**config.mk**
```make
export PLATFORM = sky130hd
export DESIGN_NAME = thread_admission_scheduler_core
export DESIGN_NICKNAME = d
export VERILOG_FILES = /design/src/hw/rtl/tas_pkg.sv /design/src/hw/rtl/thread_admission_scheduler_core.sv /design/src/hw/rtl/tas_ctrl.sv /design/src/hw/rtl/tas_dp.sv /design/src/hw/rtl/tas_out.sv
export SDC_FILE = /design/constraint.sdc
export NUM_CORES = 2
export LEC_CHECK = 0
export ABC_AREA = 1
export BUFFER_PORTS_ARGS = -buffer_cell sky130_fd_sc_hd__buf_2
export CORE_ASPECT_RATIO = 1.1
export CORE_MARGIN = 2
export CORE_UTILIZATION = 45
export DETAILED_ROUTE_END_ITERATION = 10
export PLACE_DENSITY_LB_ADDON = 0.2
export REMOVE_ABC_BUFFERS = 1
export SYNTH_ARGS = -nofsm -noshare
export SYNTH_HDL_FRONTEND = slang
export SYNTH_SLANG_ARGS = --single-unit
```
**constraint.sdc**
```tcl
create_clock -name clk -period 5.42 [get_ports clk]
set_input_delay 0.542 -clock clk [delete_from_list [all_inputs] [get_ports clk]]
set_output_delay 0.542 -clock clk [all_outputs]
set_load 0.01 [all_outputs]
```
**src/hw/rtl/tas_pkg.sv**
```systemverilog
`timescale 1ns / 1ps
package tas_pkg;
	localparam int NewDepth     = 16;
	localparam int BlockedDepth = 16;
	localparam int Programs     = 8;
	localparam int ReadyDepth   = 8;
	localparam int NewAw        = $clog2(NewDepth);
	localparam int BlkAw        = $clog2(BlockedDepth);
	localparam int ProgW        = 3;
	localparam int RdyAw        = $clog2(ReadyDepth);
	localparam int RdyMemAw     = $clog2(Programs * ReadyDepth);
	localparam int PairW        = 19;

	localparam logic [1:0] ModeCreate   = 2'd0;
	localparam logic [1:0] ModeSchedule = 2'd1;
	localparam logic [1:0] ModeWait     = 2'd2;
	localparam logic [1:0] ModeSignal   = 2'd3;

	// Commands from the controller to the datapath.
	typedef struct packed {
		logic load;        // capture request
		logic create;      // append request pair to new list
		logic scan_start;  // start search at index 0
		logic scan_step;   // advance search index
		logic move_step;   // shift one entry toward the head of a list
		logic move_start;  // begin gap close at the search index
		logic to_blocked;  // wait: copy found new entry to blocked tail
		logic to_new;      // signal: copy found blocked entry to new tail
		logic admit_one;   // move new head into its ready queue
		logic pop_start;   // begin ready-queue pop
		logic pop_step;    // shift ready queue one slot
		logic pop_finish;  // commit pop and produce the reply
		logic err_finish;  // produce an error reply
		logic head_rd;     // read new head / ready entry
	} tas_cmd_t;

	// Status from the datapath to the controller.
	typedef struct packed {
		logic [1:0] mode;
		logic       match;      // searched entry equals key
		logic       scan_end;   // search index reached count
		logic       move_end;   // gap close finished
		logic       new_full;
		logic       blk_full;
		logic       can_admit;  // count below limit, new nonempty, target not full
		logic       rdy_nonempty;
		logic       pop_end;
	} tas_sts_t;
endpackage

```
**src/hw/rtl/thread_admission_scheduler_core.sv**
```systemverilog
`timescale 1ns / 1ps
// Thread admission scheduler. One request word is handled at a time and a new
// one is taken as soon as the controller is idle. A wait or signal compares
// list entries one by one and, on a match, shifts the entries behind it to
// close the gap. Schedule-next admits threads from the new-list head into
// their ready queues while allowed, then pops the ready queue (or gives an
// error reply). The list memories are compacted one entry per cycle. Only
// schedule-next returns a reply word; its last step waits while an earlier
// reply word is still held. admit_limit is written through the cfg channel.
module thread_admission_scheduler_core
	import tas_pkg::*;
(
	input  logic        clk,
	input  logic        arst_n,
	input  logic        s_tvalid,
	output logic        s_tready,
	input  logic [23:0] s_tdata,   // mode[1:0], thread_id[17:2], program_slot[20:18]
	output logic        m_tvalid,
	input  logic        m_tready,
	output logic [23:0] m_tdata,   // status[0], chosen_thread[16:1], to_program[19:17]
	input  logic        cfg_tvalid,
	output logic        cfg_tready,
	input  logic [7:0]  cfg_tdata  // admit_limit[3:0]
);
	tas_cmd_t    cmd;
	tas_sts_t    sts;
	logic        res_valid;
	logic [19:0] res_data;
	logic        busy;

	assign cfg_tready = 1'b1;

	tas_ctrl u_ctrl (
		.clk(clk), .arst_n(arst_n), .s_tvalid(s_tvalid), .s_tready(s_tready),
		.m_busy(busy), .sts(sts), .cmd(cmd)
	);

	tas_dp u_dp (
		.clk(clk), .arst_n(arst_n), .cmd(cmd), .sts(sts),
		.in_mode(s_tdata[1:0]), .in_thread(s_tdata[17:2]), .in_prog(s_tdata[20:18]),
		.cfg_tvalid(cfg_tvalid), .cfg_tdata(cfg_tdata[3:0]),
		.res_valid(res_valid), .res_data(res_data)
	);

	tas_out u_out (
		.clk(clk), .arst_n(arst_n), .res_valid(res_valid), .res_data(res_data),
		.busy(busy), .m_tvalid(m_tvalid), .m_tready(m_tready), .m_tdata(m_tdata)
	);
endmodule

```
**src/hw/rtl/tas_ctrl.sv**
```systemverilog
`timescale 1ns / 1ps
module tas_ctrl
	import tas_pkg::*;
(
	input  logic     clk,
	input  logic     arst_n,
	input  logic     s_tvalid,
	output logic     s_tready,
	input  logic     m_busy,
	input  tas_sts_t sts,
	output tas_cmd_t cmd
);
	typedef enum logic [9:0] {
		ST_IDLE  = 10'b0000000001,
		ST_DISP  = 10'b0000000010,
		ST_ARD   = 10'b0000000100,
		ST_ADM   = 10'b0000001000,
		ST_PRD   = 10'b0000010000,
		ST_POP   = 10'b0000100000,
		ST_SRD   = 10'b0001000000,
		ST_SCAN  = 10'b0010000000,
		ST_MOVE  = 10'b0100000000,
		ST_OUT   = 10'b1000000000
	} state_t;

	state_t state_q, state_d;

	// A new request is taken whenever the controller is idle.
	assign s_tready = (state_q == ST_IDLE);

	// Next state and command decode.
	always_comb begin
		state_d = state_q;
		cmd = '0;
		case (state_q)
			ST_IDLE: begin
				if (s_tvalid && s_tready) begin
					cmd.load = 1'b1;
					state_d = ST_DISP;
				end
			end
			ST_DISP: begin
				case (sts.mode)
					ModeCreate: begin
						cmd.create = 1'b1;
						state_d = ST_IDLE;
					end
					ModeSchedule: begin
						cmd.head_rd = 1'b1;
						state_d = ST_ARD;
					end
					default: begin
						cmd.scan_start = 1'b1;
						state_d = ST_SRD;
					end
				endcase
			end
			ST_ARD: state_d = ST_ADM;
			ST_ADM: begin
				if (sts.can_admit) begin
					cmd.admit_one = 1'b1;
					cmd.move_start = 1'b1;
					state_d = ST_MOVE;
				end else begin
					cmd.pop_start = 1'b1;
					state_d = ST_PRD;
				end
			end
			ST_PRD: state_d = ST_POP;
			ST_POP: begin
				// Hold the pop until the reply register has been emptied.
				if (m_busy) begin
					state_d = ST_POP;
				end else if (!sts.rdy_nonempty) begin
					cmd.err_finish = 1'b1;
					state_d = ST_IDLE;
				end else if (sts.pop_end) begin
					cmd.pop_finish = 1'b1;
					state_d = ST_IDLE;
				end else begin
					cmd.pop_step = 1'b1;
					state_d = ST_PRD;
				end
			end
			ST_SRD: state_d = ST_SCAN;
			ST_SCAN: begin
				if (sts.scan_end) begin
					state_d = ST_IDLE;
				end else if (sts.match) begin
					if ((sts.mode == ModeWait && !sts.blk_full) ||
					    (sts.mode == ModeSignal && !sts.new_full)) begin
						cmd.to_blocked = (sts.mode == ModeWait);
						cmd.to_new = (sts.mode == ModeSignal);
						cmd.move_start = 1'b1;
						state_d = ST_MOVE;
					end else begin
						state_d = ST_IDLE;
					end
				end else begin
					cmd.scan_step = 1'b1;
					state_d = ST_SRD;
				end
			end
			ST_MOVE: begin
				if (sts.move_end) begin
					state_d = ST_OUT;
				end else begin
					cmd.move_step = 1'b1;
				end
			end
			ST_OUT: begin
				// After admission gap close, try the next head.
				if (sts.mode == ModeSchedule) begin
					cmd.head_rd = 1'b1;
					state_d = ST_ARD;
				end else begin
					state_d = ST_IDLE;
				end
			end
			default: state_d = ST_IDLE;
		endcase
	end

	always_ff @(posedge clk or negedge arst_n) begin
		if (!arst_n) begin
			state_q <= ST_IDLE;
		end else begin
			state_q <= state_d;
		end
	end
endmodule

```
**src/hw/rtl/tas_dp.sv**
```systemverilog
`timescale 1ns / 1ps
module tas_dp
	import tas_pkg::*;
(
	input  logic        clk,
	input  logic        arst_n,
	input  tas_cmd_t    cmd,
	output tas_sts_t    sts,
	input  logic [1:0]  in_mode,
	input  logic [15:0] in_thread,
	input  logic [2:0]  in_prog,
	input  logic        cfg_tvalid,
	input  logic [3:0]  cfg_tdata,
	output logic        res_valid,
	output logic [19:0] res_data
);
	localparam int NcW = NewAw + 1;
	localparam int BcW = BlkAw + 1;
	localparam int RfW = RdyAw + 1;

	// List and queue storage.
	logic [PairW-1:0] new_mem [NewDepth];
	logic [PairW-1:0] blk_mem [BlockedDepth];
	logic [15:0]      rdy_mem [Programs * ReadyDepth];
	logic [RfW-1:0]   fill_q  [Programs];

	logic [NcW-1:0]   new_cnt_q;
	logic [BcW-1:0]   blk_cnt_q;
	logic [3:0]       adm_cnt_q;
	logic [3:0]       limit_q;
	logic [1:0]       mode_q;
	logic [PairW-1:0] key_q;
	logic             on_blk_q;   // gap close works on the blocked list
	logic [7:0]       idx_q;      // search or shift index
	logic [PairW-1:0] rd_new_q, rd_blk_q;
	logic [15:0]      rd_rdy_q;
	logic [15:0]      head_thr_q;

	logic [2:0]       kprog;
	logic             kvalid;
	logic [NewAw-1:0] nidx;
	logic [BlkAw-1:0] bidx;
	logic [RdyAw-1:0] ridx;
	logic [2:0]       hprog;
	logic [RfW-1:0]   hfill;
	logic [RfW-1:0]   kfill;
	logic [RdyMemAw-1:0] r_base;

	assign kprog  = key_q[18:16];
	assign kvalid = 32'(kprog) < Programs;
	assign nidx   = idx_q[NewAw-1:0];
	assign bidx   = idx_q[BlkAw-1:0];
	assign ridx   = idx_q[RdyAw-1:0];
	assign hprog  = rd_new_q[18:16];
	assign hfill  = fill_q[hprog];
	assign kfill  = fill_q[kprog];
	assign r_base = RdyMemAw'(kprog) * RdyMemAw'(ReadyDepth);

	// Status toward the controller.
	always_comb begin
		sts.mode = mode_q;
		sts.match = on_blk_q ? (rd_blk_q == key_q) : (rd_new_q == key_q);
		sts.scan_end = !kvalid ||
			(on_blk_q ? (9'(idx_q) >= 9'(blk_cnt_q)) : (9'(idx_q) >= 9'(new_cnt_q)));
		sts.move_end = on_blk_q ? (9'(idx_q) + 9'd1 >= 9'(blk_cnt_q))
		                        : (9'(idx_q) + 9'd1 >= 9'(new_cnt_q));
		sts.new_full = new_cnt_q == NcW'(NewDepth);
		sts.blk_full = blk_cnt_q == BcW'(BlockedDepth);
		sts.can_admit = (adm_cnt_q < limit_q) && (new_cnt_q != '0) &&
			(32'(hprog) < Programs) && (hfill < RfW'(ReadyDepth));
		sts.rdy_nonempty = kvalid && (kfill != '0);
		sts.pop_end = 9'(idx_q) + 9'd1 >= 9'(kfill);
	end

	// Storage writes and reads. The ready read fetches the slot behind the
	// index, which is the one shifted down on the next pop step.
	always_ff @(posedge clk) begin
		rd_new_q <= new_mem[nidx];
		rd_blk_q <= blk_mem[bidx];
		rd_rdy_q <= rdy_mem[r_base + RdyMemAw'(RdyAw'(idx_q + 8'd1))];
		if (cmd.create && kvalid && new_cnt_q < NcW'(NewDepth)) begin
			new_mem[new_cnt_q[NewAw-1:0]] <= key_q;
		end
		if (cmd.to_blocked) begin
			blk_mem[blk_cnt_q[BlkAw-1:0]] <= rd_new_q;
		end
		if (cmd.to_new) begin
			new_mem[new_cnt_q[NewAw-1:0]] <= rd_blk_q;
		end
		if (cmd.admit_one) begin
			rdy_mem[RdyMemAw'(hprog) * RdyMemAw'(ReadyDepth) + RdyMemAw'(hfill[RdyAw-1:0])]
				<= rd_new_q[15:0];
		end
		if (cmd.move_step) begin
			if (on_blk_q) begin
				blk_mem[bidx] <= blk_mem[BlkAw'(idx_q + 8'd1)];
			end else begin
				new_mem[nidx] <= new_mem[NewAw'(idx_q + 8'd1)];
			end
		end
		if (cmd.pop_step) begin
			rdy_mem[r_base + RdyMemAw'(ridx)] <= rd_rdy_q;
		end
		if (cmd.pop_start) begin
			head_thr_q <= rdy_mem[r_base];
		end
		if (cmd.load) begin
			key_q <= {in_prog, in_thread};
		end
	end

	// Control state: counts, indexes, reply register.
	always_ff @(posedge clk or negedge arst_n) begin
		if (!arst_n) begin
			new_cnt_q <= '0;
			blk_cnt_q <= '0;
			adm_cnt_q <= '0;
			limit_q   <= 4'd3;
			mode_q    <= ModeCreate;
			on_blk_q  <= 1'b0;
			idx_q     <= '0;
			res_valid <= 1'b0;
			res_data  <= '0;
			for (int p = 0; p < Programs; p++) begin
				fill_q[p] <= '0;
			end
		end else begin
			if (cfg_tvalid) begin
				limit_q <= cfg_tdata;
			end
			if (cmd.load) begin
				mode_q <= in_mode;
				on_blk_q <= (in_mode == ModeSignal);
			end
			if (cmd.create && kvalid && new_cnt_q < NcW'(NewDepth)) begin
				new_cnt_q <= new_cnt_q + NcW'(1);
			end
			if (cmd.scan_start || cmd.head_rd) begin
				idx_q <= '0;
			end
			if (cmd.scan_step) begin
				idx_q <= idx_q + 8'd1;
			end
			if (cmd.admit_one) begin
				on_blk_q <= 1'b0;
				fill_q[hprog] <= hfill + RfW'(1);
				adm_cnt_q <= adm_cnt_q + 4'd1;
			end
			if (cmd.to_blocked) begin
				blk_cnt_q <= blk_cnt_q + BcW'(1);
			end
			if (cmd.to_new) begin
				new_cnt_q <= new_cnt_q + NcW'(1);
			end
			// Gap close: shift then drop the tail of the source list.
			if (cmd.move_step) begin
				idx_q <= idx_q + 8'd1;
				if (on_blk_q ? (9'(idx_q) + 9'd2 >= 9'(blk_cnt_q))
				             : (9'(idx_q) + 9'd2 >= 9'(new_cnt_q))) begin
					if (on_blk_q) begin
						blk_cnt_q <= blk_cnt_q - BcW'(1);
					end else begin
						new_cnt_q <= new_cnt_q - NcW'(1);
					end
				end
			end
			if ((cmd.move_start) && (on_blk_q ? (blk_cnt_q <= BcW'(1) || 9'(idx_q) + 9'd1 >= 9'(blk_cnt_q))
			                                   : (9'(idx_q) + 9'd1 >= 9'(new_cnt_q)))) begin
				if (cmd.to_new || (on_blk_q && !cmd.admit_one)) begin
					blk_cnt_q <= blk_cnt_q - BcW'(1);
				end else begin
					new_cnt_q <= new_cnt_q - NcW'(1) + NcW'(cmd.to_new);
				end
			end
			if (cmd.pop_start) begin
				idx_q <= '0;
			end
			if (cmd.pop_step) begin
				idx_q <= idx_q + 8'd1;
			end
			if (cmd.pop_finish) begin
				fill_q[kprog] <= kfill - RfW'(1);
				if (adm_cnt_q != '0) begin
					adm_cnt_q <= adm_cnt_q - 4'd1;
				end
			end
			// The reply strobe is high for one cycle per reply.
			if (cmd.pop_finish || cmd.err_finish) begin
				res_valid <= 1'b1;
				res_data <= cmd.pop_finish ? {kprog, head_thr_q, 1'b0}
				                           : {kprog, 16'd0, 1'b1};
			end else begin
				res_valid <= 1'b0;
			end
		end
	end
endmodule

```
**src/hw/rtl/tas_out.sv**
```systemverilog
`timescale 1ns / 1ps
module tas_out
	import tas_pkg::*;
(
	input  logic        clk,
	input  logic        arst_n,
	input  logic        res_valid,
	input  logic [19:0] res_data,
	output logic        busy,
	output logic        m_tvalid,
	input  logic        m_tready,
	output logic [23:0] m_tdata
);
	logic        vld_q;
	logic [19:0] data_q;

	// Hold a reply word until the receiver takes it.
	always_ff @(posedge clk or negedge arst_n) begin
		if (!arst_n) begin
			vld_q <= 1'b0;
		end else begin
			if (res_valid) begin
				vld_q <= 1'b1;
			end else if (vld_q && m_tready) begin
				vld_q <= 1'b0;
			end
		end
	end

	always_ff @(posedge clk) begin
		if (res_valid) begin
			data_q <= res_data;
		end
	end

	assign busy     = vld_q;
	assign m_tvalid = vld_q;
	assign m_tdata  = {4'd0, data_q};
endmodule
```
==> impl_metrics.toml <==
[synthesis]
synthesis.instances = 7231
synth_area_leader_cell = "edfxtp_1"
ys_ff_latch = 1834
synth_top_cell_area_share = 0.629
synth_top_flop_cell = "edfxtp_1"
yosys-top-cells-area = "edfxtp_1 63%, o21ai_0 8.5%, nor2_1 5.9%"
synthArstFlopShare = 0.0507
ys_seq_area_frac = 0.671
yosys.cell_types.count = 54
syn_avg_cell_area_um2 = 11.1
yosys_warnings = 0
synth_area_um2 = 80600
synth_edf_count = 1687

[clock_tree]
cts.sinks = 1834
htreeDepth = 4
cts_resized = 0
cts_tree = "built"
root_buffer = "clkbuf_16"
clk_latency_ps = 870
clk_pin_slew_ps = 60
cts_buffers = 193
cts_buffer_depth = 3

[finish]
final_nets = 7338
layout_common_cells = "1,687 x edfxtp_1, 1,368 x o21ai_0, 1,222 x nor2_1"
num-fill-cells = 15391
layout_commonest_cell = "edfxtp_1"
multi_input_area_um2 = 23600
area_delta_synth_final_pct = 12.7
drive_above_1_share = 0.0928
postLayoutCellArea_um2 = 90800
final-seq-area_um2 = 54100

[drt]
drtPass1Iterations = 7
drc = 0
drt-total-wl_um = 256000
viasPerCell = 6.10
antenna_left = 0
drtIter0Drc = 7268
wl_per_cell_um = 26.1
via_count = 59818

[sta]
final.min_clock_period_ps = 5090
slew_headroom = 0.106
setup_ws_ps = 331
final_max_slew_viol_count = 0
tightest_slew_ps = 1340
setup_tns_ps = 0
finClkSkew_ps = 45.9
rsz0062_at_grt = "no"
setup_violations = 0
holdWs_ps = 61.0
max_freq_ghz = 0.197
period_share = 0.939
final_hold_viol_count = 0

[global_route]
grt_max_degree = 255
antenna_found_initial = 10
gr-total-overflow = 0
grt_pass1_vias = 57020
grt_pass1_wl_um = 371000
grtUsageTotal = 0.274

[setup_path]
rrSetupSlack_ps = 330
cp-start-kind = "register"
cp-end-kind = "register"
rr_endpoint = "u_dp.rdy_mem[40][9]"
path_class = "reg2reg"
path_max_fanout = 17
endpoint = "u_dp.rdy_mem[40][9]"
startpoint = "u_dp.key_q[18]"
r2r_cells = 17
worstPathRequired_ps = 5970
crit_arrival_ps = 5640
crit-reg2reg-launch = "u_dp.key_q[18]"

[placed_design]
routabilityCongestion = 0.946
dpl.hpwl_um = 153000
port_buffers = 51
place_ws_ps = 432
placed_area_um2 = 84100

[floorplanning]
rows = 162
die_x_um = 408
fp.dieH_um = 448
initial_core_util = 0.454
core_region_area_um2 = 178000
ios = 64
die-area_um2 = 183000

[min_path]
hp-class = "in2reg"

[pwr]
vdd_drop_max_mv = 0.377
power_density_nw_per_um2 = 395
total_power_uw = 35800
leakage_uw = 0.0312

[job]
maxCapViolCount = 0

[outcome]
status = "completed"
layout make-up:
type	instances	area share
antenna	1	0.0000276
clock buffer	264	0.0582
clock inverter	99	0.0115
inverter	284	0.0120
multi-input combinational	4603	0.260
sequential	1834	0.596
tap	2378	0.0328
timing repair buffer	337	0.0299
how the worst min path moves through the flow:
stage,from,depth (start not counted),slack (ps),endpoint
after floorplan,arst_n,0,250,u_ctrl.state_q[1]
after global placement,u_dp.res_data[0],0,430,u_out.data_q[0]
after detailed placement,u_dp.res_data[11],0,430,u_out.data_q[11]
after CTS,s_tdata[19],1,6,u_dp.key_q[17]
after global routing,s_tdata[19],1,20,u_dp.key_q[17]
final,s_tdata[18],1,60,u_dp.key_q[16]
synthesized netlist by cell type (all sizes together), types with 3 or more instances:
master and instances:
edfxtp 1687, o21ai 1373, nor2 1265, nand2 697, clkbuf 437, o221ai 301
inv 276, o22ai 230, nand3 228, o211ai 158, dfrtp 90, a21oi 89
buf 76, dfxtp 54, nand4 54, ha 48, a221oi 26, nor3 23
xor2 20, mux2 17, a32o 16, a22oi 10, o21a 9, clkinv 8
or2 6, a2bb2oi 5, a211oi 3, dfstp 3, nand3b 3, o21bai 3
xnor2 3
flip-flops by register name (all words and copies together) (netlist names):
register and count:
u_out.data_q 20, u_dp.rd_blk_q 19, u_dp.adm_cnt_q 4, u_dp.blk_cnt_q 5, u_dp.fill_q 32, u_dp.on_blk_q 1
u_dp.new_mem 304, u_dp.res_data 20, u_dp.res_valid 1, u_dp.blk_mem 304, u_dp.key_q 19, u_dp.idx_q 8
u_dp.head_thr_q 16, u_dp.mode_q 2, u_dp.rd_rdy_q 16, u_dp.new_cnt_q 5, u_out.busy 1, u_dp.rd_new_q 19
u_dp.rdy_mem 1024, u_dp.limit_q 4, u_ctrl.state_q 10
stage by stage:
| step | cells | utilization |
|---|---|---|
| finish | 9800 | 0.511 |
| global route | 9799 | 0.511 |
| CTS | 9799 | 0.511 |
| detailed placement | 9402 | 0.474 |
| global placement | 9402 | 0.474 |
| floorplan | 6721 | - |
where the power goes:
group | internal [µW] | switching [µW] | total, µW
Sequential | 16200 | 261 | 16500
Clock | 7620 | 5620 | 13200
Combinational | 1500 | 4640 | 6140
kinds of logic after synthesis:
logic type,share of synthesized area
AO/OA/AOI/OAI,0.165
XOR/XNOR,0.00259
adder cells (fa/ha/maj),0.00745
buffers and inverters,0.0380
flip-flops,0.671
multiplexers,0.00238
other,0.0000932
AND/OR/NAND/NOR,0.114
timing repair:
item,in CTS,in global routing
hold endpoints to repair,77,0
hold buffers,34,0
endpoints found under the setup margin,0,0
setup buffers,0,0
critical path, cell delays in order (launching register included):
cell	delay, ps
edfxtp_1	510
inv_1	280
nor2_1	100
buf_4	200
nand2_1	140
inv_1	90
a221oi_1	270
nand2_1	190
ha_1	310
and3_1	160
nand3_1	70
nand2_1	60
nand2_1	100
nand3_2	430
o21ai_4	550
nand4_2	490
nor2_1	550
buf_4	290
per-layer routing:
layer  vias up  global-route usage  part of all wire
li1      26670                   -                 -
met4        10               0.144             0.055
met2      2972               0.451              0.48
met1     29533               0.349              0.38
met3       633              0.0442             0.084
met5         -                   0           0.00023
Note: power is estimated with default switching activity, not from simulation.
